[src/hdl/zefp_pkg.sv]
package zefp_pkg;

   // Record ids that the parser recognizes.
   localparam logic [15:0] ID_ZIP64     = 16'h0001;
   localparam logic [15:0] ID_TIMESTAMP = 16'h5455;
   localparam logic [15:0] ID_UCOMMENT  = 16'h6375;
   localparam logic [15:0] ID_UPATH     = 16'h7075;

   // Flags byte bit that announces a modification time.
   localparam logic [7:0]  FLAG_MTIME    = 8'h01;
   // Header bytes of a record, and the shortest timestamp record with a time.
   localparam logic [15:0] HDR_BYTES     = 16'd4;
   localparam logic [15:0] MIN_TIME_LEN  = 16'd5;
   localparam logic [15:0] MAX_TIME_IDX  = 16'd4;

   // Status codes of the final block result.
   localparam logic [2:0] STATUS_OK            = 3'd0;
   localparam logic [2:0] STATUS_HDR_TRUNC     = 3'd1;
   localparam logic [2:0] STATUS_PAYLOAD_TRUNC = 3'd2;
   localparam logic [2:0] STATUS_NO_FLAGS      = 3'd3;
   localparam logic [2:0] STATUS_TIME_TRUNC    = 3'd4;

   // Result kinds.
   localparam logic RESULT_COPY   = 1'b0;
   localparam logic RESULT_STATUS = 1'b1;

   // Result queue geometry.
   localparam int QUEUE_DEPTH = 4;
   localparam int QUEUE_PTR_W = 2;
   localparam int QUEUE_CNT_W = 3;
   localparam logic [2:0] MAX_COPY = 3'd4;

   // Parse phases, one-hot.
   typedef enum logic [6:0] {
      PHASE_HDR0    = 7'b0000001,
      PHASE_HDR1    = 7'b0000010,
      PHASE_HDR2    = 7'b0000100,
      PHASE_HDR3    = 7'b0001000,
      PHASE_PAYLOAD = 7'b0010000,
      PHASE_FLAGS   = 7'b0100000,
      PHASE_TIME    = 7'b1000000
   } phase_type;

   // Input item.
   typedef struct packed {
      logic [7:0]  data_byte;
      logic [15:0] block_length;
      logic [31:0] fallback_time;
      logic        copy_unknown;
   } req_type;

   // Result item.
   typedef struct packed {
      logic        result_kind;
      logic [7:0]  out_byte;
      logic [31:0] mod_time;
      logic [2:0]  status;
      logic        last_of_block;
   } rsp_type;

   // All results of one input byte: up to four copied bytes, then maybe a status.
   typedef struct packed {
      logic [2:0]       copy_count;
      logic [3:0][7:0]  copy_bytes;
      logic             has_status;
      logic [2:0]       status;
      logic [31:0]      mod_time;
   } entry_type;

endpackage

[src/hdl/zefp_parse.sv]
module zefp_parse
   import zefp_pkg::*;
(
   input  logic      clock,
   input  logic      reset,
   input  logic      req_valid,
   output logic      req_stall,
   input  req_type   req_data,
   input  logic      queue_full,
   output logic      push,
   output entry_type push_entry
);

   logic [15:0] pos_ff, pos_in;
   phase_type   phase_ff, phase_in;
   logic [15:0] rec_id_ff, rec_id_in;
   logic [15:0] rec_len_ff, rec_len_in;
   logic [15:0] count_ff, count_in;
   logic        copy_ff, copy_in;
   logic [31:0] shift_ff, shift_in;
   logic [31:0] found_ff, found_in;
   logic        time_found_ff, time_found_in;
   logic        err_latched_ff, err_latched_in;

   logic        accept;
   logic        last;
   logic [16:0] pos_plus1;
   logic [15:0] avail;
   logic [15:0] rec_len_full;
   logic [15:0] count_next;
   logic [7:0]  b;
   logic [2:0]  err;
   logic [2:0]  end_status;
   logic        known_id;
   logic        copy_now;

   // A new byte is taken whenever the result queue has room.
   assign req_stall = queue_full;
   assign accept    = req_valid & ~queue_full;

   assign b            = req_data.data_byte;
   assign pos_plus1    = {1'b0, pos_ff} + 17'd1;
   assign last         = pos_plus1 >= {1'b0, req_data.block_length};
   assign avail        = (req_data.block_length > pos_ff) ?
                         (req_data.block_length - pos_ff) : 16'd1;
   assign rec_len_full = {b, rec_len_ff[7:0]};
   assign count_next   = count_ff + 16'd1;
   assign known_id     = (rec_id_ff == ID_ZIP64) || (rec_id_ff == ID_UCOMMENT) ||
                         (rec_id_ff == ID_UPATH);

   // Record walk for one byte, and the results it causes.
   always_comb begin
      pos_in         = pos_ff;
      phase_in       = phase_ff;
      rec_id_in      = rec_id_ff;
      rec_len_in     = rec_len_ff;
      count_in       = count_ff;
      copy_in        = copy_ff;
      shift_in       = shift_ff;
      found_in       = found_ff;
      time_found_in  = time_found_ff;
      err_latched_in = err_latched_ff;
      err            = STATUS_OK;
      end_status     = STATUS_OK;
      copy_now       = 1'b0;
      push_entry     = '0;

      if (!err_latched_ff) begin
         unique case (phase_ff)
            PHASE_HDR0: begin
               if (avail < HDR_BYTES) begin
                  err = STATUS_HDR_TRUNC;
               end else begin
                  rec_id_in = {8'h00, b};
                  phase_in  = PHASE_HDR1;
               end
            end
            PHASE_HDR1: begin
               rec_id_in = {b, rec_id_ff[7:0]};
               phase_in  = PHASE_HDR2;
            end
            PHASE_HDR2: begin
               rec_len_in = {8'h00, b};
               phase_in   = PHASE_HDR3;
            end
            PHASE_HDR3: begin
               rec_len_in = rec_len_full;
               count_in   = '0;
               if (rec_len_full > (avail - 16'd1)) begin
                  err = STATUS_PAYLOAD_TRUNC;
               end else if (rec_id_ff == ID_TIMESTAMP) begin
                  copy_in = 1'b0;
                  if (rec_len_full == 16'd0) begin
                     err = STATUS_NO_FLAGS;
                  end else begin
                     phase_in = PHASE_FLAGS;
                  end
               end else begin
                  copy_now = ~known_id & req_data.copy_unknown;
                  copy_in  = copy_now;
                  if (copy_now) begin
                     push_entry.copy_count = MAX_COPY;
                     push_entry.copy_bytes = {b, rec_len_ff[7:0], rec_id_ff[15:8],
                                              rec_id_ff[7:0]};
                  end
                  phase_in = (rec_len_full != 16'd0) ? PHASE_PAYLOAD : PHASE_HDR0;
               end
            end
            PHASE_FLAGS: begin
               count_in = 16'd1;
               if ((b & FLAG_MTIME) != 8'h00) begin
                  if (rec_len_ff < MIN_TIME_LEN) begin
                     err = STATUS_TIME_TRUNC;
                  end else begin
                     shift_in = '0;
                     phase_in = PHASE_TIME;
                  end
               end else begin
                  phase_in = (rec_len_ff > 16'd1) ? PHASE_PAYLOAD : PHASE_HDR0;
               end
            end
            PHASE_TIME: begin
               // Time bytes are payload bytes one to four, little-endian.
               if ((count_ff >= 16'd1) && (count_ff <= MAX_TIME_IDX)) begin
                  unique case (count_ff[2:0])
                     3'd1: shift_in[7:0]   = shift_ff[7:0] | b;
                     3'd2: shift_in[15:8]  = shift_ff[15:8] | b;
                     3'd3: shift_in[23:16] = shift_ff[23:16] | b;
                     3'd4: begin
                        shift_in[31:24] = shift_ff[31:24] | b;
                        found_in        = {shift_ff[31:24] | b, shift_ff[23:0]};
                        time_found_in   = 1'b1;
                     end
                     default: ;
                  endcase
               end
               count_in = count_next;
               if (count_next >= rec_len_ff) begin
                  phase_in = PHASE_HDR0;
               end
            end
            default: begin
               // Payload byte of any other record.
               count_in = count_next;
               if (copy_ff) begin
                  push_entry.copy_count = 3'd1;
                  push_entry.copy_bytes = {24'h000000, b};
               end
               if (count_next >= rec_len_ff) begin
                  phase_in = PHASE_HDR0;
               end
            end
         endcase

         // Final status: an error at once, otherwise on the last byte.
         if (err != STATUS_OK) begin
            push_entry.has_status = 1'b1;
            push_entry.status     = err;
            push_entry.mod_time   = '0;
            err_latched_in        = 1'b1;
         end else if (last) begin
            if (phase_in == PHASE_HDR0) begin
               end_status = STATUS_OK;
            end else if ((phase_in == PHASE_HDR1) || (phase_in == PHASE_HDR2) ||
                         (phase_in == PHASE_HDR3)) begin
               end_status = STATUS_HDR_TRUNC;
            end else begin
               end_status = STATUS_PAYLOAD_TRUNC;
            end
            push_entry.has_status = 1'b1;
            push_entry.status     = end_status;
            if (end_status == STATUS_OK) begin
               push_entry.mod_time = time_found_in ? found_in : req_data.fallback_time;
            end else begin
               push_entry.mod_time = '0;
            end
         end
      end

      // The block state clears after its last byte.
      if (last) begin
         pos_in         = '0;
         phase_in       = PHASE_HDR0;
         rec_id_in      = '0;
         rec_len_in     = '0;
         count_in       = '0;
         copy_in        = 1'b0;
         shift_in       = '0;
         found_in       = '0;
         time_found_in  = 1'b0;
         err_latched_in = 1'b0;
      end else begin
         pos_in = pos_plus1[15:0];
      end
   end

   // Only bytes that cause results take a queue slot.
   assign push = accept & ((push_entry.copy_count != 3'd0) | push_entry.has_status);

   // Parser state.
   always_ff @(posedge clock) begin
      if (reset) begin
         pos_ff         <= '0;
         phase_ff       <= PHASE_HDR0;
         rec_id_ff      <= '0;
         rec_len_ff     <= '0;
         count_ff       <= '0;
         copy_ff        <= 1'b0;
         shift_ff       <= '0;
         found_ff       <= '0;
         time_found_ff  <= 1'b0;
         err_latched_ff <= 1'b0;
      end else if (accept) begin
         pos_ff         <= pos_in;
         phase_ff       <= phase_in;
         rec_id_ff      <= rec_id_in;
         rec_len_ff     <= rec_len_in;
         count_ff       <= count_in;
         copy_ff        <= copy_in;
         shift_ff       <= shift_in;
         found_ff       <= found_in;
         time_found_ff  <= time_found_in;
         err_latched_ff <= err_latched_in;
      end
   end

`ifndef ASSERT_OFF
   // After an error, the rest of the block produces nothing.
   a_quiet_after_error: assert property (@(posedge clock) disable iff (reset)
      (accept && err_latched_ff) |-> !push)
      else $error("result produced after block error");

   // A queued entry holds at least one result and at most four copies.
   a_entry_shape: assert property (@(posedge clock) disable iff (reset)
      push |-> ((push_entry.copy_count <= MAX_COPY) &&
                ((push_entry.copy_count != 3'd0) || push_entry.has_status)))
      else $error("malformed queue entry");

   // The last byte of a block leaves a cleared parser behind.
   a_block_clears: assert property (@(posedge clock) disable iff (reset)
      (accept && last) |=> ((pos_ff == 16'd0) && !err_latched_ff && (phase_ff == PHASE_HDR0)))
      else $error("block state not cleared at block end");
`endif

endmodule

[src/hdl/zefp_outq.sv]
module zefp_outq
   import zefp_pkg::*;
(
   input  logic      clock,
   input  logic      reset,
   input  logic      push,
   input  entry_type push_entry,
   output logic      full,
   output logic      rsp_valid,
   input  logic      rsp_stall,
   output rsp_type   rsp_data
);

   entry_type              entries_ff [QUEUE_DEPTH];
   logic [QUEUE_PTR_W-1:0] wr_ptr_ff;
   logic [QUEUE_PTR_W-1:0] rd_ptr_ff;
   logic [QUEUE_CNT_W-1:0] count_ff;
   logic [2:0]             sel_ff;
   logic [2:0]             sel_in;

   entry_type              head;
   logic [2:0]             head_total;
   logic                   xfer;
   logic                   pop;

   assign head       = entries_ff[rd_ptr_ff];
   assign head_total = head.copy_count + {2'b00, head.has_status};
   assign full       = count_ff == QUEUE_CNT_W'(QUEUE_DEPTH);
   assign rsp_valid  = count_ff != '0;
   assign xfer       = rsp_valid & ~rsp_stall;
   assign pop        = xfer & ((sel_ff + 3'd1) == head_total);

   // Current result of the head entry: copied bytes first, then the status.
   always_comb begin
      rsp_data = '0;
      if (sel_ff < head.copy_count) begin
         rsp_data.result_kind = RESULT_COPY;
         rsp_data.out_byte    = head.copy_bytes[sel_ff[1:0]];
      end else begin
         rsp_data.result_kind   = RESULT_STATUS;
         rsp_data.mod_time      = head.mod_time;
         rsp_data.status        = head.status;
         rsp_data.last_of_block = 1'b1;
      end
   end

   // Step through the head entry one transfer at a time.
   always_comb begin
      sel_in = sel_ff;
      if (pop) begin
         sel_in = '0;
      end else if (xfer) begin
         sel_in = sel_ff + 3'd1;
      end
   end

   // Entry storage.
   always_ff @(posedge clock) begin
      if (push) begin
         entries_ff[wr_ptr_ff] <= push_entry;
      end
   end

   // Pointers, fill count and result select.
   always_ff @(posedge clock) begin
      if (reset) begin
         wr_ptr_ff <= '0;
         rd_ptr_ff <= '0;
         count_ff  <= '0;
         sel_ff    <= '0;
      end else begin
         sel_ff <= sel_in;
         if (push) begin
            wr_ptr_ff <= wr_ptr_ff + 1'b1;
         end
         if (pop) begin
            rd_ptr_ff <= rd_ptr_ff + 1'b1;
         end
         if (push && !pop) begin
            count_ff <= count_ff + 1'b1;
         end else if (pop && !push) begin
            count_ff <= count_ff - 1'b1;
         end
      end
   end

`ifndef ASSERT_OFF
   // The fill count never passes the depth.
   a_count_range: assert property (@(posedge clock) disable iff (reset)
      count_ff <= QUEUE_CNT_W'(QUEUE_DEPTH))
      else $error("result queue overfilled");

   // The select always points at a result the head entry holds.
   a_sel_range: assert property (@(posedge clock) disable iff (reset)
      rsp_valid |-> (sel_ff < head_total))
      else $error("result select beyond head entry");

   // A write without a retire grows the queue by one.
   a_count_grow: assert property (@(posedge clock) disable iff (reset)
      (push && !pop) |=> (count_ff == ($past(count_ff) + 1'b1)))
      else $error("result queue count lost a write");
`endif

endmodule

[src/hdl/zip_extra_field_parser.sv]
// ZIP extra-field record parser.
// Input channel (req_valid, req_stall, req_data): one byte of the extra-field
// block per transfer, with the block length, the fallback time and the copy
// enable alongside. Result channel (rsp_valid, rsp_stall, rsp_data): copied
// record bytes, then one final status result per block with last_of_block set.
// Each byte is parsed in the cycle of its transfer; the results it causes are
// written as one entry into a four-entry result queue. The first result can be
// taken at the clock edge after the input transfer. A header byte of a copied
// record yields four results and a block's last byte may add a status, so one
// input byte gives zero to five results; the output side delivers one result
// per cycle unless stalled. Input bytes are taken every cycle while the queue
// has a free entry; req_stall is high exactly when the queue is full, so a long
// stall on rsp_stall backs up to the input after four result-bearing bytes.
// Reset clears the parser state and empties the queue; no memory clearing is
// needed, and the block accepts input in the first cycle after reset.
module zip_extra_field_parser
   import zefp_pkg::*;
(
   input  logic    clock,
   input  logic    reset,
   input  logic    req_valid,
   output logic    req_stall,
   input  req_type req_data,
   output logic    rsp_valid,
   input  logic    rsp_stall,
   output rsp_type rsp_data
);

   logic      push;
   logic      queue_full;
   entry_type push_entry;

   // Byte-level record walk.
   zefp_parse u_parse (
      .clock      (clock),
      .reset      (reset),
      .req_valid  (req_valid),
      .req_stall  (req_stall),
      .req_data   (req_data),
      .queue_full (queue_full),
      .push       (push),
      .push_entry (push_entry)
   );

   // Result queue and serializer.
   zefp_outq u_outq (
      .clock      (clock),
      .reset      (reset),
      .push       (push),
      .push_entry (push_entry),
      .full       (queue_full),
      .rsp_valid  (rsp_valid),
      .rsp_stall  (rsp_stall),
      .rsp_data   (rsp_data)
   );

endmodule

[config.mk]
export PLATFORM = sky130hd
export DESIGN_NAME = zip_extra_field_parser
export DESIGN_NICKNAME = d
export VERILOG_FILES = /design/src/hdl/zefp_pkg.sv /design/src/hdl/zefp_parse.sv /design/src/hdl/zefp_outq.sv /design/src/hdl/zip_extra_field_parser.sv
export SDC_FILE = /design/constraint.sdc
export NUM_CORES = 1
export LEC_CHECK = 0
export BUFFER_PORTS_ARGS = -buffer_cell sky130_fd_sc_hd__buf_4
export CORE_UTILIZATION = 50
export DETAILED_ROUTE_END_ITERATION = 10
export PLACE_DENSITY = 0.67
export SYNTH_ARGS = -nofsm -noshare
export SYNTH_HDL_FRONTEND = slang
export SYNTH_HIERARCHICAL = 1
export SYNTH_SLANG_ARGS = --single-unit
[constraint.sdc]
create_clock -name clock -period 9.9 [get_ports clock]
set_input_delay 1.98 -clock clock [delete_from_list [all_inputs] [get_ports clock]]
set_output_delay 1.98 -clock clock [all_outputs]
set_load 0.005 [all_outputs]
==> flow_summary.ini <==
[synth]
synth-async-reset-ratio = 0
seq_area_frac_synth = 0.5314
mappedNetlistNets = 1980
synth_area_per_cell_sq_um = 11.83
yosys_warnings = 6
synth_seq_cells = 434
syn-instance-count = 1835
ys_top_cells_by_area = edfxtp_1 39%, dfxtp_1 14%, mux4_2 6.2%
synthesis.area_sq_um = 21700
ys_types = 86
synth_top_area_cell = edfxtp_1
netlist.area_leader.share = 0.3930
synth_flop_cell = edfxtp_1
synth_edf_count = 284

[timing]
drv_slew = 0
rsz0062_at_grt = false
whs_ns = 0.4516
hold_viol_final = 0
fin_crit_ns = 8.411
min_period_over_period = 0.8496
tightest_slew_ns = 1.197
setup_violations = 0
fmax_mhz = 118.9
tns_ns = 0
finClkSkew_ns = 0.02060
maxSlewHeadroom = 0.2022

[finish]
fin_nets = 2056
seq_area_sq_um = 11540
antenna_cells = 0
fillCellCount = 3492
final_layout_size_suffix_gt1_frac = 0.1728
fin_cells = 2521
area_delta_synth_final_pct = 13.11
fin_area_sq_um = 24550
multi_input_area_sq_um = 9410
final_common_cell = edfxtp_1
layout_common_cells = 284 x edfxtp_1, 168 x nor2_1, 154 x a21oi_1

[floorplanning]
initial_utilization = 0.5116
dieArea_sq_um = 44240
coreArea_sq_um = 42420
io_pins = 108
dieWidth_um = 210.3
fp.dieH_um = 210.3
rows = 75

[clock_tree]
clk_pin_slew_worst_paths_ns = 0.06
cts_buffers = 45
cts_hold_buf = 0
cts_root_buf = clkbuf_16
clk_latency_ns = 0.56
clock-sinks = 434
cts_tree = yes
htreeDepth = 2
ctsLongestPathBuffers = 3
cts_resized = 0
post-cts-setup-buffers = 0

[power_and_ir_drop]
power_leakage_nw = 8.437
clkPwrFrac = 0.403
power.internal_mw = 3.218
powerDensity_nw_per_um2 = 172.3
power_frac_comb = 0.125
swShare = 0.2389
power.switching_mw = 1.010
seq_power_share = 0.472
peakVddDrop_mv = 0.1176

[worst_hold_path]
min_path_type = reg -> reg
min_to = u_parse/found_ff[27]$_SDFFE_PP0P_
worstHoldPathCells = 2
min_from = u_parse/found_ff[27]$_SDFFE_PP0P_

[route]
drt_wl_total_mm = 54.10
dr.pass1.iters = 5
drc = 0
ant_nets = 0
dr.first_iter.drc_count = 1397
vias_per_cell = 6.019
vias = 15170
wl_per_cell_um = 21.46

[setup_path]
end_kind = flop
path_class = in -> reg
r2r_slack_ns = 2.55
r2r_end = u_outq/entries_ff[0][25]$_DFFE_PP_
worst-r2r-cell-count = 25
crit_path_start = req_data[33]
worstPathArrival_ns = 8.74
path_buf_inv = 5
startpoint_type = input pin
cpLargestDelayFamily = compound AO/OA/AOI/OAI gates
cpPeakStageDelay_ns = 0.60
path_max_fanout = 20
r2r-start = u_parse/pos_ff[0]$_SDFFE_PP0P_
slowest_stage = or4b_2
worstPathRequired_ns = 10.23

[status]
status = completed

[placed_design]
place_area_sq_um = 23040
dpl.hpwl_mm = 36.13
routabilityCongestion = 0.9118
dp_cells = 2441
port_buffers = 107

[flow_run]
maxCapViolations = 0

[global_routing]
grt_max_degree = 75
antenna_found_initial = 1
grt_first_pass_wirelength_mm = 84.23
grt_pass1_vias = 14710
overflow = 0
grt_use_total = 0.2467
==> cells in the mapped netlist (8+ instances only) <==
master and instances:
buf_4 8, xor2_1 22, buf_2 9, a22o_1 9, a211oi_2 32, mux4_1 19
clkbuf_1 79, nand3b_1 15, nor2b_1 10, xnor2_1 35, and3_1 24, a21o_1 17
ha_1 82, mux4_2 60, dfxtp_1 150, nand2b_1 10, a21oi_1 154, nand2_1 97
a31oi_1 8, nand3_1 53, a211oi_1 16, edfxtp_1 284, inv_1 71, a22oi_1 36
o21a_1 11, and2_1 67, mux2i_1 35, nand4_1 14, o2111ai_1 9, nor3_1 33
o21ai_1 10, nor2_1 168, o21ai_0 57, o211ai_1 8, nor4_1 25
==> through the flow <==
step / util / total power [mW] / worst slack (ns)
3_5_place_dp: 0.5432 / 2.560 / 1.015
3_3_place_gp: 0.5432 / 2.553 / 1.159
5_1_grt: 0.5787 / 4.380 / 0.9748
2_1_floorplan: - / 2.366 / 0.5029
6_report: 0.5787 / 4.228 / 1.489
4_1_cts: 0.5787 / 4.257 / 1.567
==> per-layer routing <==
layer	part of all wire	global-route usage	wire length, um	vias to the layer above
li1	-	-	-	7074
met1	0.43	0.3385	23350	7512
met2	0.48	0.4055	26020	504
met3	0.060	0.03516	3254	84
met4	0.027	0.07853	1481	0
met5	0	0	0	-
==> registers in the layout, indices dropped and copies added (netlist names), 2 cells and up, named ones only <==
name                cells
u_parse/shift_ff       32
u_outq/entries_ff     284
u_outq/sel_ff           3
u_outq/rd_ptr_ff        2
u_outq/wr_ptr_ff        2
u_parse/rec_len_ff     16
u_parse/phase_ff        7
u_outq/count_ff         3
u_parse/pos_ff         16
u_parse/rec_id_ff      16
u_parse/count_ff       16
u_parse/found_ff       32
==> kinds of logic after synthesis <==
| family | Yosys count | share of synthesized area |
|---|---|---|
| other cells | 1 | 0.0001728 |
| mux | 116 | 0.1025 |
| compound gates | 409 | 0.1275 |
| xor+xnor | 58 | 0.02404 |
| buf+inv | 183 | 0.03742 |
| fa+ha+maj | 84 | 0.04912 |
| simple gates | 550 | 0.1279 |
| flops | 434 | 0.5314 |
==> tightest hold or removal path: cells and delay by family (launching register included) <==
kind            cells  cell delay [ns]
simple gates        1             0.05
flops               1             0.31
compound gates      1             0.05
==> worst max-delay path by stage <==
stage / end / slack (ns) / cells past startpoint
4_1_cts: u_outq/entries_ff[3][22]$_DFFE_PP_ / 1.57 / 27
6_report: u_outq/entries_ff[0][25]$_DFFE_PP_ / 1.49 / 27
3_5_place_dp: u_outq/entries_ff[3][22]$_DFFE_PP_ / 1.01 / 27
3_3_place_gp: u_outq/count_ff[2]$_SDFFE_PP0P_ / 1.16 / 33
2_1_floorplan: u_outq/entries_ff[0][0]$_DFFE_PP_ / 0.50 / 25
5_1_grt: u_outq/entries_ff[2][22]$_DFFE_PP_ / 0.97 / 27
==> power groups by stage <==
stage               Combinational, mW  Clock, mW  Sequential, mW
CTS                             0.528       1.73            2.00
detailed placement              0.525          0            2.03
global placement                0.521          0            2.03
floorplan                       0.357          0            2.01
global route                    0.574       1.81            2.00
finish                          0.527       1.71            2.00
==> final cells by class <==
type | instances | share of cell area
tap | 577 | 0.02941
multi-input combinational | 1218 | 0.3834
timing repair buffer | 140 | 0.04486
sequential | 434 | 0.4700
clock buffer | 56 | 0.05097
clock inverter | 24 | 0.01035
inverter | 72 | 0.01101
Note: power is estimated with default switching activity, not from simulation.
